File: src/rtl/rgb_to_hsv_converter_core_assert.svh
// Assertion macros for the converter core.
// Both expect clk and arst_n in scope where they are used.
`ifndef RGB_TO_HSV_CONVERTER_CORE_ASSERT_SVH
`define RGB_TO_HSV_CONVERTER_CORE_ASSERT_SVH

// Same-cycle implication, checked outside reset.
`define RHC_ASSERT_NOW(lbl, ante, cons, msg) \
	lbl: assert property (@(posedge clk) disable iff (!arst_n) (ante) |-> (cons)) \
		else $error(msg);

// Next-cycle implication, checked outside reset.
`define RHC_ASSERT_NEXT(lbl, ante, cons, msg) \
	lbl: assert property (@(posedge clk) disable iff (!arst_n) (ante) |=> (cons)) \
		else $error(msg);

`endif

File: src/rtl/rhc_pkg.sv
package rhc_pkg;

	// Quotient bits per division; one cell per bit
	localparam int DIV_STEPS = 15;

	// Full hue circle in 1/64 degree units
	localparam logic [14:0] HUE_CIRCLE = 15'd23040;

	// Input beat: one pixel
	typedef struct packed {
		logic [7:0] red_in;
		logic [7:0] green_in;
		logic [7:0] blue_in;
	} pix_t;

	// Output beat: one HSV result
	typedef struct packed {
		logic [14:0] hue_out;
		logic [7:0]  sat_out;
		logic [7:0]  val_out;
	} hsv_t;

	// One restoring-division lane: partial remainder, numerator bits
	// still to bring down with quotient bits shifted in, and divisor
	typedef struct packed {
		logic [8:0]  rem;
		logic [14:0] nq;
		logic [8:0]  div;
	} lane_t;

	// Everything a cell hands to its neighbor
	typedef struct packed {
		lane_t      hue;
		lane_t      sat;
		logic [7:0] val;
	} cell_data_t;

endpackage

File: src/rtl/rgb_to_hsv_converter_core.sv
// Channel | Direction | Handshake                | Beat
// pix     | in        | pix_valid / pix_stall    | pix_t: red_in, green_in, blue_in
// hsv     | out       | hsv_valid / hsv_stall    | hsv_t: hue_out, sat_out, val_out
//
// One pixel per clock unless a stalled result holds the chain; two prep stages, fifteen
// division cells (one quotient bit each for hue and saturation), one output register.
// Reset clears only the valid bits of every stage; payload is not reset.
// A stalled result freezes the whole chain, so pix_stall follows hsv_stall
// while a result is waiting; bubbles flow through otherwise.
`include "rgb_to_hsv_converter_core_assert.svh"

module rgb_to_hsv_converter_core (
	input  logic          clk,
	input  logic          arst_n,
	input  logic          pix_valid,
	output logic          pix_stall,
	input  rhc_pkg::pix_t pix,
	output logic          hsv_valid,
	input  logic          hsv_stall,
	output rhc_pkg::hsv_t hsv
);
	import rhc_pkg::*;

	logic       en;
	logic       cell_valid [0:DIV_STEPS];
	cell_data_t cell_data  [0:DIV_STEPS];
	logic       out_black;

	// Chain advances unless a result sits stalled at the output
	assign en        = !(hsv_valid && hsv_stall);
	assign pix_stall = !en;

	rhc_prep u_prep (
		.clk      (clk),
		.arst_n   (arst_n),
		.en       (en),
		.valid_in (pix_valid),
		.pix_in   (pix),
		.valid_s2 (cell_valid[0]),
		.data_s2  (cell_data[0])
	);

	// Division chain, one quotient bit per cell
	for (genvar i = 0; i < DIV_STEPS; i++) begin : g_cell
		rhc_div_cell u_cell (
			.clk      (clk),
			.arst_n   (arst_n),
			.en       (en),
			.valid_in (cell_valid[i]),
			.data_in  (cell_data[i]),
			.valid_q  (cell_valid[i+1]),
			.data_q   (cell_data[i+1])
		);
	end

	rhc_out u_out (
		.clk         (clk),
		.arst_n      (arst_n),
		.en          (en),
		.valid_in    (cell_valid[DIV_STEPS]),
		.data_in     (cell_data[DIV_STEPS]),
		.hsv_valid_q (hsv_valid),
		.hsv_q       (hsv)
	);

	// Valid result of a black pixel
	assign out_black = hsv_valid && (hsv.val_out == 8'd0);

	// Hue stays inside the circle
	`RHC_ASSERT_NOW(a_hue_range, hsv_valid, hsv.hue_out < HUE_CIRCLE, "hue out of range")
	// Black pixel gives zero hue and saturation
	`RHC_ASSERT_NOW(a_black, out_black, {hsv.sat_out, hsv.hue_out} == 23'd0, "black not zero")
	// Zero saturation means grey, so hue is zero
	`RHC_ASSERT_NOW(a_grey, hsv_valid && hsv.sat_out == 8'd0, hsv.hue_out == 15'd0, "grey with hue")
	// A beat leaving the last cell while the chain moves shows at the output
	`RHC_ASSERT_NEXT(a_drain, en && cell_valid[DIV_STEPS], hsv_valid, "result lost at output")

endmodule

File: src/rtl/rhc_div_cell.sv
module rhc_div_cell (
	input  logic               clk,
	input  logic               arst_n,
	input  logic               en,
	input  logic               valid_in,
	input  rhc_pkg::cell_data_t data_in,
	output logic               valid_q,
	output rhc_pkg::cell_data_t data_q
);
	import rhc_pkg::*;

	lane_t hue_next;
	lane_t sat_next;

	// One restoring step: bring down a bit, subtract if it fits
	function automatic lane_t div_step(input lane_t l);
		logic [9:0] t;
		logic [9:0] diff;
		logic       ge;
		lane_t      r;
		t    = {l.rem, l.nq[DIV_STEPS-1]};
		diff = t - {1'b0, l.div};
		ge   = (t >= {1'b0, l.div});
		r.rem = ge ? diff[8:0] : t[8:0];
		r.nq  = {l.nq[DIV_STEPS-2:0], ge};
		r.div = l.div;
		return r;
	endfunction

	always_comb begin
		hue_next = div_step(data_in.hue);
		sat_next = div_step(data_in.sat);
	end

	// Valid bit
	always_ff @(posedge clk or negedge arst_n) begin
		if (!arst_n) begin
			valid_q <= 1'b0;
		end else if (en) begin
			valid_q <= valid_in;
		end
	end

	// Payload
	always_ff @(posedge clk) begin
		if (en) begin
			data_q.hue <= hue_next;
			data_q.sat <= sat_next;
			data_q.val <= data_in.val;
		end
	end

endmodule

File: src/rtl/rhc_prep.sv
module rhc_prep (
	input  logic                clk,
	input  logic                arst_n,
	input  logic                en,
	input  logic                valid_in,
	input  rhc_pkg::pix_t       pix_in,
	output logic                valid_s2,
	output rhc_pkg::cell_data_t data_s2
);
	import rhc_pkg::*;

	logic [7:0]         mx;
	logic [7:0]         mn;
	logic [7:0]         delta;
	logic signed [11:0] num;
	logic signed [11:0] num_wrap;

	logic        valid_s1;
	logic [7:0]  val_s1;
	logic [7:0]  delta_s1;
	logic [10:0] unum_s1;

	logic [23:0] num_hue;
	logic [23:0] num_sat;

	// Max, min and sector numerator; red wins ties, then green
	always_comb begin
		mx = pix_in.red_in;
		mn = pix_in.red_in;
		if (pix_in.green_in > mx) mx = pix_in.green_in;
		if (pix_in.blue_in > mx)  mx = pix_in.blue_in;
		if (pix_in.green_in < mn) mn = pix_in.green_in;
		if (pix_in.blue_in < mn)  mn = pix_in.blue_in;
		delta = mx - mn;
		if (pix_in.red_in == mx) begin
			num = $signed({4'b0, pix_in.green_in}) - $signed({4'b0, pix_in.blue_in});
		end else if (pix_in.green_in == mx) begin
			num = $signed({3'b0, delta, 1'b0}) + $signed({4'b0, pix_in.blue_in})
				- $signed({4'b0, pix_in.red_in});
		end else begin
			num = $signed({2'b0, delta, 2'b0}) + $signed({4'b0, pix_in.red_in})
				- $signed({4'b0, pix_in.green_in});
		end
		// Negative hue wraps by a full circle (six sectors)
		num_wrap = (num < 0) ? num + $signed({2'b0, delta, 2'b0}) + $signed({3'b0, delta, 1'b0})
			: num;
	end

	// Stage 1
	always_ff @(posedge clk or negedge arst_n) begin
		if (!arst_n) begin
			valid_s1 <= 1'b0;
			valid_s2 <= 1'b0;
		end else if (en) begin
			valid_s1 <= valid_in;
			valid_s2 <= valid_s1;
		end
	end

	always_ff @(posedge clk) begin
		if (en) begin
			val_s1   <= mx;
			delta_s1 <= delta;
			unum_s1  <= num_wrap[10:0];
		end
	end

	// Rounded-division numerators: 7680*unum + delta and 510*delta + max
	always_comb begin
		num_hue = (24'(unum_s1) << 13) - (24'(unum_s1) << 9) + 24'(delta_s1);
		num_sat = (24'(delta_s1) << 9) - (24'(delta_s1) << 1) + 24'(val_s1);
	end

	// Stage 2: load both division lanes; zero divisors become one (numerator is zero then)
	always_ff @(posedge clk) begin
		if (en) begin
			data_s2.hue.rem <= num_hue[23:DIV_STEPS];
			data_s2.hue.nq  <= num_hue[DIV_STEPS-1:0];
			data_s2.hue.div <= (delta_s1 == 8'd0) ? 9'd1 : {delta_s1, 1'b0};
			data_s2.sat.rem <= num_sat[23:DIV_STEPS];
			data_s2.sat.nq  <= num_sat[DIV_STEPS-1:0];
			data_s2.sat.div <= (val_s1 == 8'd0) ? 9'd1 : {val_s1, 1'b0};
			data_s2.val     <= val_s1;
		end
	end

endmodule

File: src/rtl/rhc_out.sv
module rhc_out (
	input  logic                clk,
	input  logic                arst_n,
	input  logic                en,
	input  logic                valid_in,
	input  rhc_pkg::cell_data_t data_in,
	output logic                hsv_valid_q,
	output rhc_pkg::hsv_t       hsv_q
);
	import rhc_pkg::*;

	logic [14:0] hue_quot;
	logic [14:0] hue_wrapped;

	// Quotient of the hue lane, wrapped at the full circle
	always_comb begin
		hue_quot    = data_in.hue.nq;
		hue_wrapped = (hue_quot >= HUE_CIRCLE) ? hue_quot - HUE_CIRCLE : hue_quot;
	end

	always_ff @(posedge clk or negedge arst_n) begin
		if (!arst_n) begin
			hsv_valid_q <= 1'b0;
		end else if (en) begin
			hsv_valid_q <= valid_in;
		end
	end

	// Output register; saturation quotient never exceeds 255
	always_ff @(posedge clk) begin
		if (en) begin
			hsv_q.hue_out <= hue_wrapped;
			hsv_q.sat_out <= data_in.sat.nq[7:0];
			hsv_q.val_out <= data_in.val;
		end
	end

endmodule
File: config.mk
export PLATFORM = sky130hd
export DESIGN_NAME = rgb_to_hsv_converter_core
export DESIGN_NICKNAME = d
export VERILOG_FILES = /design/src/rtl/rhc_pkg.sv /design/src/rtl/rgb_to_hsv_converter_core.sv /design/src/rtl/rhc_div_cell.sv /design/src/rtl/rhc_prep.sv /design/src/rtl/rhc_out.sv
export VERILOG_INCLUDE_DIRS = /design/src /design/src/rtl
export SDC_FILE = /design/constraint.sdc
export NUM_CORES = 2
export LEC_CHECK = 0
export ABC_AREA = 1
export BUFFER_PORTS_ARGS = -buffer_cell sky130_fd_sc_hd__buf_2
export CORE_ASPECT_RATIO = 1.4
export CORE_MARGIN = 8
export CORE_UTILIZATION = 50
export DETAILED_ROUTE_END_ITERATION = 8
export PLACE_DENSITY = 0.77
export SLEW_MARGIN = 10
export SYNTH_ARGS = -nofsm -noshare
export SYNTH_HDL_FRONTEND = slang
export SYNTH_SLANG_ARGS = --single-unit
File: constraint.sdc
create_clock -name clk -period 45.8 [get_ports clk]
set_clock_uncertainty 0.2 [all_clocks]
set_input_delay 4.58 -clock clk [delete_from_list [all_inputs] [get_ports clk]]
set_output_delay 4.58 -clock clk [all_outputs]
set_load 0.005 [all_outputs]
Yosys cells after proc, flatten, opt, wreduce, memory -nomap -nowiden
Index checks and enable logic that the tools add are counted.
{"block": "word_totals", "inputBits": 28, "ff_bits": 1217, "output_inout_bits": 33, "elab_cells": 254}
{"block": "op_classes", "eq_ne": 2, "mux": 38, "magnitude_cmp": 36, "n_addsub": 41, "reduce_logical": 3}
{"op": ">= comparator 10 x 9 -> 1 bit", "count": 30}
{"op": "2-to-1 mux 9 bit", "count": 28}
{"op": "subtractor 9 bit", "count": 28}
{"op": "adder 24 x 8 -> 24 bit", "count": 2}
{"op": "2-to-1 mux 8 bit", "count": 4}
{"op": "2-to-1 mux 12 bit", "count": 2}
{"op": "subtractor 12 x 9 -> 12 bit", "count": 2}
{"op": "subtractor 24 x 20 -> 24 bit", "count": 1}
{"op": "subtractor 17 x 9 -> 18 bit", "count": 1}
{"op": "== test 8 bit", "count": 2}
{"op": "greater-than comparator 8 bit", "count": 2}
{"op": "logical NOT 8 bit", "count": 2}
{"op": "< comparator 8 bit", "count": 2}
{"op": ">= comparator 15 bit (second input constant)", "count": 1}
{"op": "2-to-1 mux 15 bit", "count": 1}
{"op": "subtractor 15 bit (second input constant)", "count": 1}
{"op": "< comparator 12 x 1 -> 1 bit (second input constant)", "count": 1}
{"op": "adder 10 x 8 -> 11 bit", "count": 1}
{"op": "adder 11 x 10 -> 11 bit", "count": 1}
{"op": "adder 11 bit", "count": 1}
{"op": "2-to-1 mux 11 bit", "count": 1}
{"op": "adder 9 x 8 -> 10 bit", "count": 1}
{"op": "subtractor 8 x 8 -> 9 bit", "count": 1}
{"op": "subtractor 8 bit", "count": 1}
{"op": "2 further kinds", "count": 3}

Logic depth before layout (Yosys ltp)
{"block": "depth", "ltp_word": 12, "depth_mapped": 60, "ltp_nobuf": 58}

By module
Synthesis repeated with hierarchy kept, for this count alone.
{"block": "hier_totals", "cells_unflattened": 5927, "hier_area_um2": 63000.4}
{"module": "rhc_div_cell", "cells_per_inst": 328, "seq_area_each_um2": 2247.2, "instances": 15, "area_each_um2": 3577.2}
{"module": "rhc_prep", "cells_per_inst": 917, "seq_area_each_um2": 2902.8, "instances": 1, "area_each_um2": 8089.0}
{"module": "rhc_out", "cells_per_inst": 88, "seq_area_each_um2": 955.9, "instances": 1, "area_each_um2": 1243.7}
{"module": "rgb_to_hsv_converter_core", "cells_per_inst": 2, "seq_area_each_um2": 0.0, "instances": 1, "area_each_um2": 10.0}

Worst setup path after synthesis
No wires, ideal clock.
{"block": "synth_path", "path_type": "input port to flip-flop", "from": "in hsv_stall", "to": "reg g_cell[0].u_cell.data_q[0] in the netlist's numbering (enable)", "cell_stages": 2, "setup_ns": 1.908, "arrival_ns": 34.645, "required_time_ns": 43.692, "path_buffers": 1, "setup_slack_ns": 9.048, "cell_sequence": "nand2_1 clkbuf_1"}
{"block": "synth_between", "elab_chain_len": 1}
{"element": "from (decl)", "line": "rgb_to_hsv_converter_core.sv:19", "source": "input logic hsv_stall,"}
{"element": "logical AND 1 bit", "line": "rgb_to_hsv_converter_core.sv:30", "source": "assign en = !(hsv_valid && hsv_stall);"}
{"element": "to (decl)", "line": "rhc_div_cell.sv:8", "source": "output rhc_pkg::cell_data_t data_q"}
Every way passes these cells.
A chain may end at the register's enable or synchronous reset.

Final worst setup path
{"block": "layout_path", "from": "in pix[23] in the netlist's numbering", "to": "reg u_prep.unum_s1[10] (data pin)"}
{"block": "layout_between", "elab_chain_len": 12, "word_cells_on_any_way": 21, "classes_between": "add/sub: 7; order compare: 5; eq/ne: 2; mux: 7"}
{"element": "from (decl)", "line": "rgb_to_hsv_converter_core.sv:17", "source": "input rhc_pkg::pix_t pix,"}
{"element": "greater-than comparator 8 bit", "line": "rhc_prep.sv:30", "source": "if (pix_in.green_in > mx) mx = pix_in.green_in;"}
{"element": "2-to-1 mux 8 bit (*)", "line": "rhc_prep.sv:30"}
{"element": "greater-than comparator 8 bit", "line": "rhc_prep.sv:31", "source": "if (pix_in.blue_in > mx) mx = pix_in.blue_in;"}
{"element": "2-to-1 mux 8 bit (*)", "line": "rhc_prep.sv:31"}
{"element": "via u_prep.mx[0]", "line": "rhc_prep.sv:12", "source": "logic [7:0] mx;"}
{"element": "subtractor 8 bit (*)", "line": "rhc_prep.sv:34", "source": "delta = mx - mn;"}
{"element": "via u_prep.delta[1]", "line": "rhc_prep.sv:14", "source": "logic [7:0] delta;"}
{"element": "adder 10 x 8 -> 11 bit or adder 9 x 8 -> 10 bit (tied branches)", "line": "rhc_prep.sv:41, rhc_prep.sv:38"}
{"element": "subtractor 12 x 9 -> 12 bit, on equally long branches", "line": "rhc_prep.sv:42, rhc_prep.sv:39"}
{"element": "2-to-1 mux 12 bit", "line": "rhc_prep.sv:37", "source": "end else if (pix_in.green_in == mx) begin"}
{"element": "2-to-1 mux 12 bit", "line": "rhc_prep.sv:35", "source": "if (pix_in.red_in == mx) begin"}
{"element": "adder 11 bit", "line": "rhc_prep.sv:45", "source": "num_wrap = (num < 0) ? num + $signed({2'b0, delta, 2'b0}) + $signed({3'b0, delta, 1'b0})"}
{"element": "adder 11 x 10 -> 11 bit", "line": "rhc_prep.sv:45"}
{"element": "2-to-1 mux 11 bit (*)", "line": "rhc_prep.sv:45"}
{"element": "via u_prep.num_wrap[10]", "line": "rhc_prep.sv:16", "source": "logic signed [11:0] num_wrap;"}
{"element": "to (signal assigned)", "line": "rhc_prep.sv:64", "source": "unum_s1 <= num_wrap[10:0];"}
{"element": "to (decl)", "line": "rhc_prep.sv:21", "source": "logic [10:0] unum_s1;"}
Mark *: on every way through the listed nets, which the timed path passes. The rest lies on a longest branch.

==> results_tabular.tex <==
\begin{tabular}{lr}
\hline
Metric & Value \\
\hline
\multicolumn{2}{l}{\textbf{Run status}} \\
Status & completed \\
\multicolumn{2}{l}{\textbf{Timing}} \\
RSZ-0062 raised after global routing & no \\
Final-report setup violation count & 0 \\
Normalized max-slew margin & 26.1\% \\
Share of the clock period used by the worst path after layout & 28.5\% \\
Worst-margin pin slew & 1.11 ns \\
Maximum clock frequency & 76.6 MHz \\
Least setup slack across all paths after layout & 32.75 ns \\
Final hold violations & 0 \\
Final-layout setup total negative slack & 0 ns \\
Time the worst path needs with I/O delays and setup & 13.05 ns \\
Pins Over Slew Limit & 0 \\
\multicolumn{2}{l}{\textbf{Clocking}} \\
Max Buffers Root-to-Sink & 3 \\
H-tree Lvls & 3 \\
Post-CTS Hold Fix Bufs & 0 \\
Clk pin slew, worst setup/hold paths & 0.07 ns \\
Post-CTS setup buffers & 0 \\
Clock insertion delay at the later pin of the skew report & 0.67 ns \\
Number of gates resized after CTS & 0 \\
Clock root buffer & sky130\_fd\_sc\_hd\_\_clkbuf\_16 \\
CTS Buf Count & 100 \\
Number of sinks handled by clock tree synthesis & 1125 \\
Clock tree from TritonCTS & done \\
\multicolumn{2}{l}{\textbf{Final layout}} \\
Commonest cells after routing, fill and taps aside & sky130\_fd\_sc\_hd\_\_edfxtp\_1, sky130\_fd\_sc\_hd\_\_inv\_1, sky130\_fd\_sc\_hd\_\_nand2\_1 \\
Layout area overhead & 10.0\% \\
Total area of multi-input combinational cells & 16200 um2 \\
\# fillers & 8113 \\
Fraction of final layout cells sized beyond drive strength 1 & 6.69\% \\
Final layout net count & 4761 \\
Register Area & 33700 um2 \\
Final Instance Count excl. Fillers & 5760 \\
Count of antenna diodes in the layout & 0 \\
Commonest non-fill, non-tap cell in the layout & sky130\_fd\_sc\_hd\_\_edfxtp\_1 \\
\multicolumn{2}{l}{\textbf{Setup path}} \\
Worst setup SP type & primary input \\
Critical Path Most Common Cell & sky130\_fd\_sc\_hd\_\_inv\_1 \\
Classification of the worst setup path & primary input to register \\
Maximum net fanout on the critical path & 21 \\
Internal reg-to-reg setup slack & 41.66 ns \\
Kind of end point of the critical path & register \\
Biggest cell delay along the critical path & 0.71 ns \\
Endpoint arrival time on the critical path & 13.28 ns \\
Data required time at the worst endpoint & 46.02 ns \\
Cell at the slowest stage of the critical path & sky130\_fd\_sc\_hd\_\_fa\_1 \\
\multicolumn{2}{l}{\textbf{GRT}} \\
Number of global-route vias before repair & 30387 \\
Total track usage & 15.1\% \\
Layer with the highest usage after global routing & met2 \\
Met1 routing resource usage after global routing & 14.1\% \\
Maximum number of pins on one net before global-route repair & 94 \\
Initial antenna violation count & 0 \\
Met2 usage & 31.2\% \\
Global-route track usage on met3 & 2.17\% \\
Wire length of the first global-routing pass & 142000 um \\
Remaining Overflow, GRT & 0 \\
\multicolumn{2}{l}{\textbf{Detailed routing}} \\
Count of antenna-violating nets left after detailed routing & 0 \\
DRC viols & 0 \\
Wire length after detailed routing & 86900 um \\
Total via count in the routed design & 29674 \\
1st-iter DRT viols & 1338 \\
First-pass iteration count of the detailed router & 5 \\
Via-per-instance ratio & 5.15 \\
Drt wl/cell & 15.1 um \\
\multicolumn{2}{l}{\textbf{Placed design}} \\
Setup slack after placement & 32.03 ns \\
\# placed instances & 5575 \\
Detailed-placement wirelength estimate & 62400 um \\
Last weighted congestion value of the routability-driven placer & 0.896 \\
Count of input and output buffers & 60 \\
\multicolumn{2}{l}{\textbf{Synthesis}} \\
FFs w/ async S/R, synth & 1.60\% \\
Number of instances in the synthesized netlist & 4205 \\
Area share of the largest cell type after synthesis & 63.7\% \\
Share of the yosys chip area belonging to registers & 64.5\% \\
Register bit total from synthesis & 1125 \\
Post-synth top flop & sky130\_fd\_sc\_hd\_\_edfxtp\_1 \\
Leading post-synthesis cells by cell area & sky130\_fd\_sc\_hd\_\_edfxtp\_1, sky130\_fd\_sc\_hd\_\_ha\_1, sky130\_fd\_sc\_hd\_\_inv\_1 \\
Syn\_area\_per\_cell & 12.4 um2 \\
Number of enable-type register cells in the synthesized netlist & 1107 \\
Library cells used by synthesis & 54 \\
Number of synthesis warnings & 0 \\
Cell Area, Synth & 52200 um2 \\
Dominant cell type by area after synthesis & sky130\_fd\_sc\_hd\_\_edfxtp\_1 \\
\multicolumn{2}{l}{\textbf{Die}} \\
Floorplan row count & 140 \\
Die H & 398 um \\
Placeable core region & 104000 um2 \\
Initial core utilization & 50.3\% \\
Die area & 115000 um2 \\
Top-Level Pins & 61 \\
Overall die width & 289 um \\
\multicolumn{2}{l}{\textbf{Flow run}} \\
Maximum capacitance violations & 0 \\
\multicolumn{2}{l}{\textbf{Hold path}} \\
Hold Path Class & register to register \\
\hline
\end{tabular}
==> flip-flops by register name, indices dropped and copies added, names as in the netlist <==
| name | count |
|---|---|
| u_out.hsv_q | 31 |
| u_prep.valid_s1 | 1 |
| g_cell.u_cell.data_q | 976 |
| u_prep.data_s2 | 73 |
| u_prep.val_s1 | 8 |
| u_prep.delta_s1 | 8 |
| u_prep.valid_s2 | 1 |
| u_out.hsv_valid_q | 1 |
| u_prep.unum_s1 | 11 |
| g_cell.u_cell.valid_q | 15 |
==> final timing paths <==
path,end,from,depth (start not counted)
min,g_cell[4].u_cell.data_q[24]$_DFFE_PN_,g_cell[3].u_cell.data_q[23]$_DFFE_PN_,0
max in group asynchronous,u_out.hsv_valid_q$_DFFE_PN0N_,arst_n,1
max,u_prep.unum_s1[10]$_DFFE_PN_,pix[23],51
min reg2reg,g_cell[4].u_cell.data_q[24]$_DFFE_PN_,g_cell[3].u_cell.data_q[23]$_DFFE_PN_,0
max reg2reg,g_cell[13].u_cell.data_q[48]$_DFFE_PN_,u_out.hsv_valid_q$_DFFE_PN0N_,4
min in group asynchronous,g_cell[8].u_cell.valid_q$_DFFE_PN0N_,arst_n,1
==> worst max-delay path, delay by kind of cell <==
kind	cells	cell delay (ns)
compound gates	10	1.86
simple gates	21	2.35
buf+inv	10	1.01
xor+xnor	2	0.26
fa+ha+maj	8	3.20
==> per-stage QoR <==
step	utilization, %	cell area (um2)	hold slack (ns)
after floorplan	-	52200	0.200
after global placement	52.1	54100	0.200
after detailed placement	52.1	54100	0.205
after CTS	55.3	57500	0.211
after global routing	55.3	57500	0.217
final	55.3	57500	0.211
==> synthesized netlist by cell type (all sizes together), types with 53 or more instances <==
| cell | instances |
|---|---|
| nor3 | 56 |
| xnor2 | 96 |
| edfxtp | 1107 |
| clkbuf | 53 |
| o21ai | 174 |
| o21a | 56 |
| xor2 | 146 |
| nor2 | 354 |
| nand2 | 542 |
| a21oi | 412 |
| nand3 | 94 |
| inv | 556 |
| ha | 362 |
==> per-layer routing <==
| layer | vias up | wire [um] |
|---|---|---|
| met5 | - | 0 |
| li1 | 14903 | - |
| met4 | 0 | 3640 |
| met1 | 14145 | 30600 |
| met3 | 189 | 2520 |
| met2 | 437 | 50200 |
==> cell type report <==
class / count / area share (%)
Clock buffer: 120 / 4.49
Multi-Input combinational cell: 2468 / 28.2
Sequential cell: 1125 / 58.6
Clock inverter: 65 / 1.40
Inverter: 558 / 3.65
Tap cell: 1349 / 2.94
Timing Repair Buffer: 75 / 0.719
==> cells by family after synthesis <==
family / after synthesis / synth area share (%)
AOI/OAI and AO/OA: 728 / 7.76
xor gates and xnor gates: 242 / 4.07
adders and majority gates: 405 / 10.3
buffers and inverters: 619 / 4.54
DFF: 1125 / 64.5
muxes: 7 / 0.151
other: 1 / 0.00718
and+or+nand+nor: 1078 / 8.62
Power is left out: the tool's default activity adds up to more than one toggle a clock period on the data nets, which glitch-free logic cannot reach.
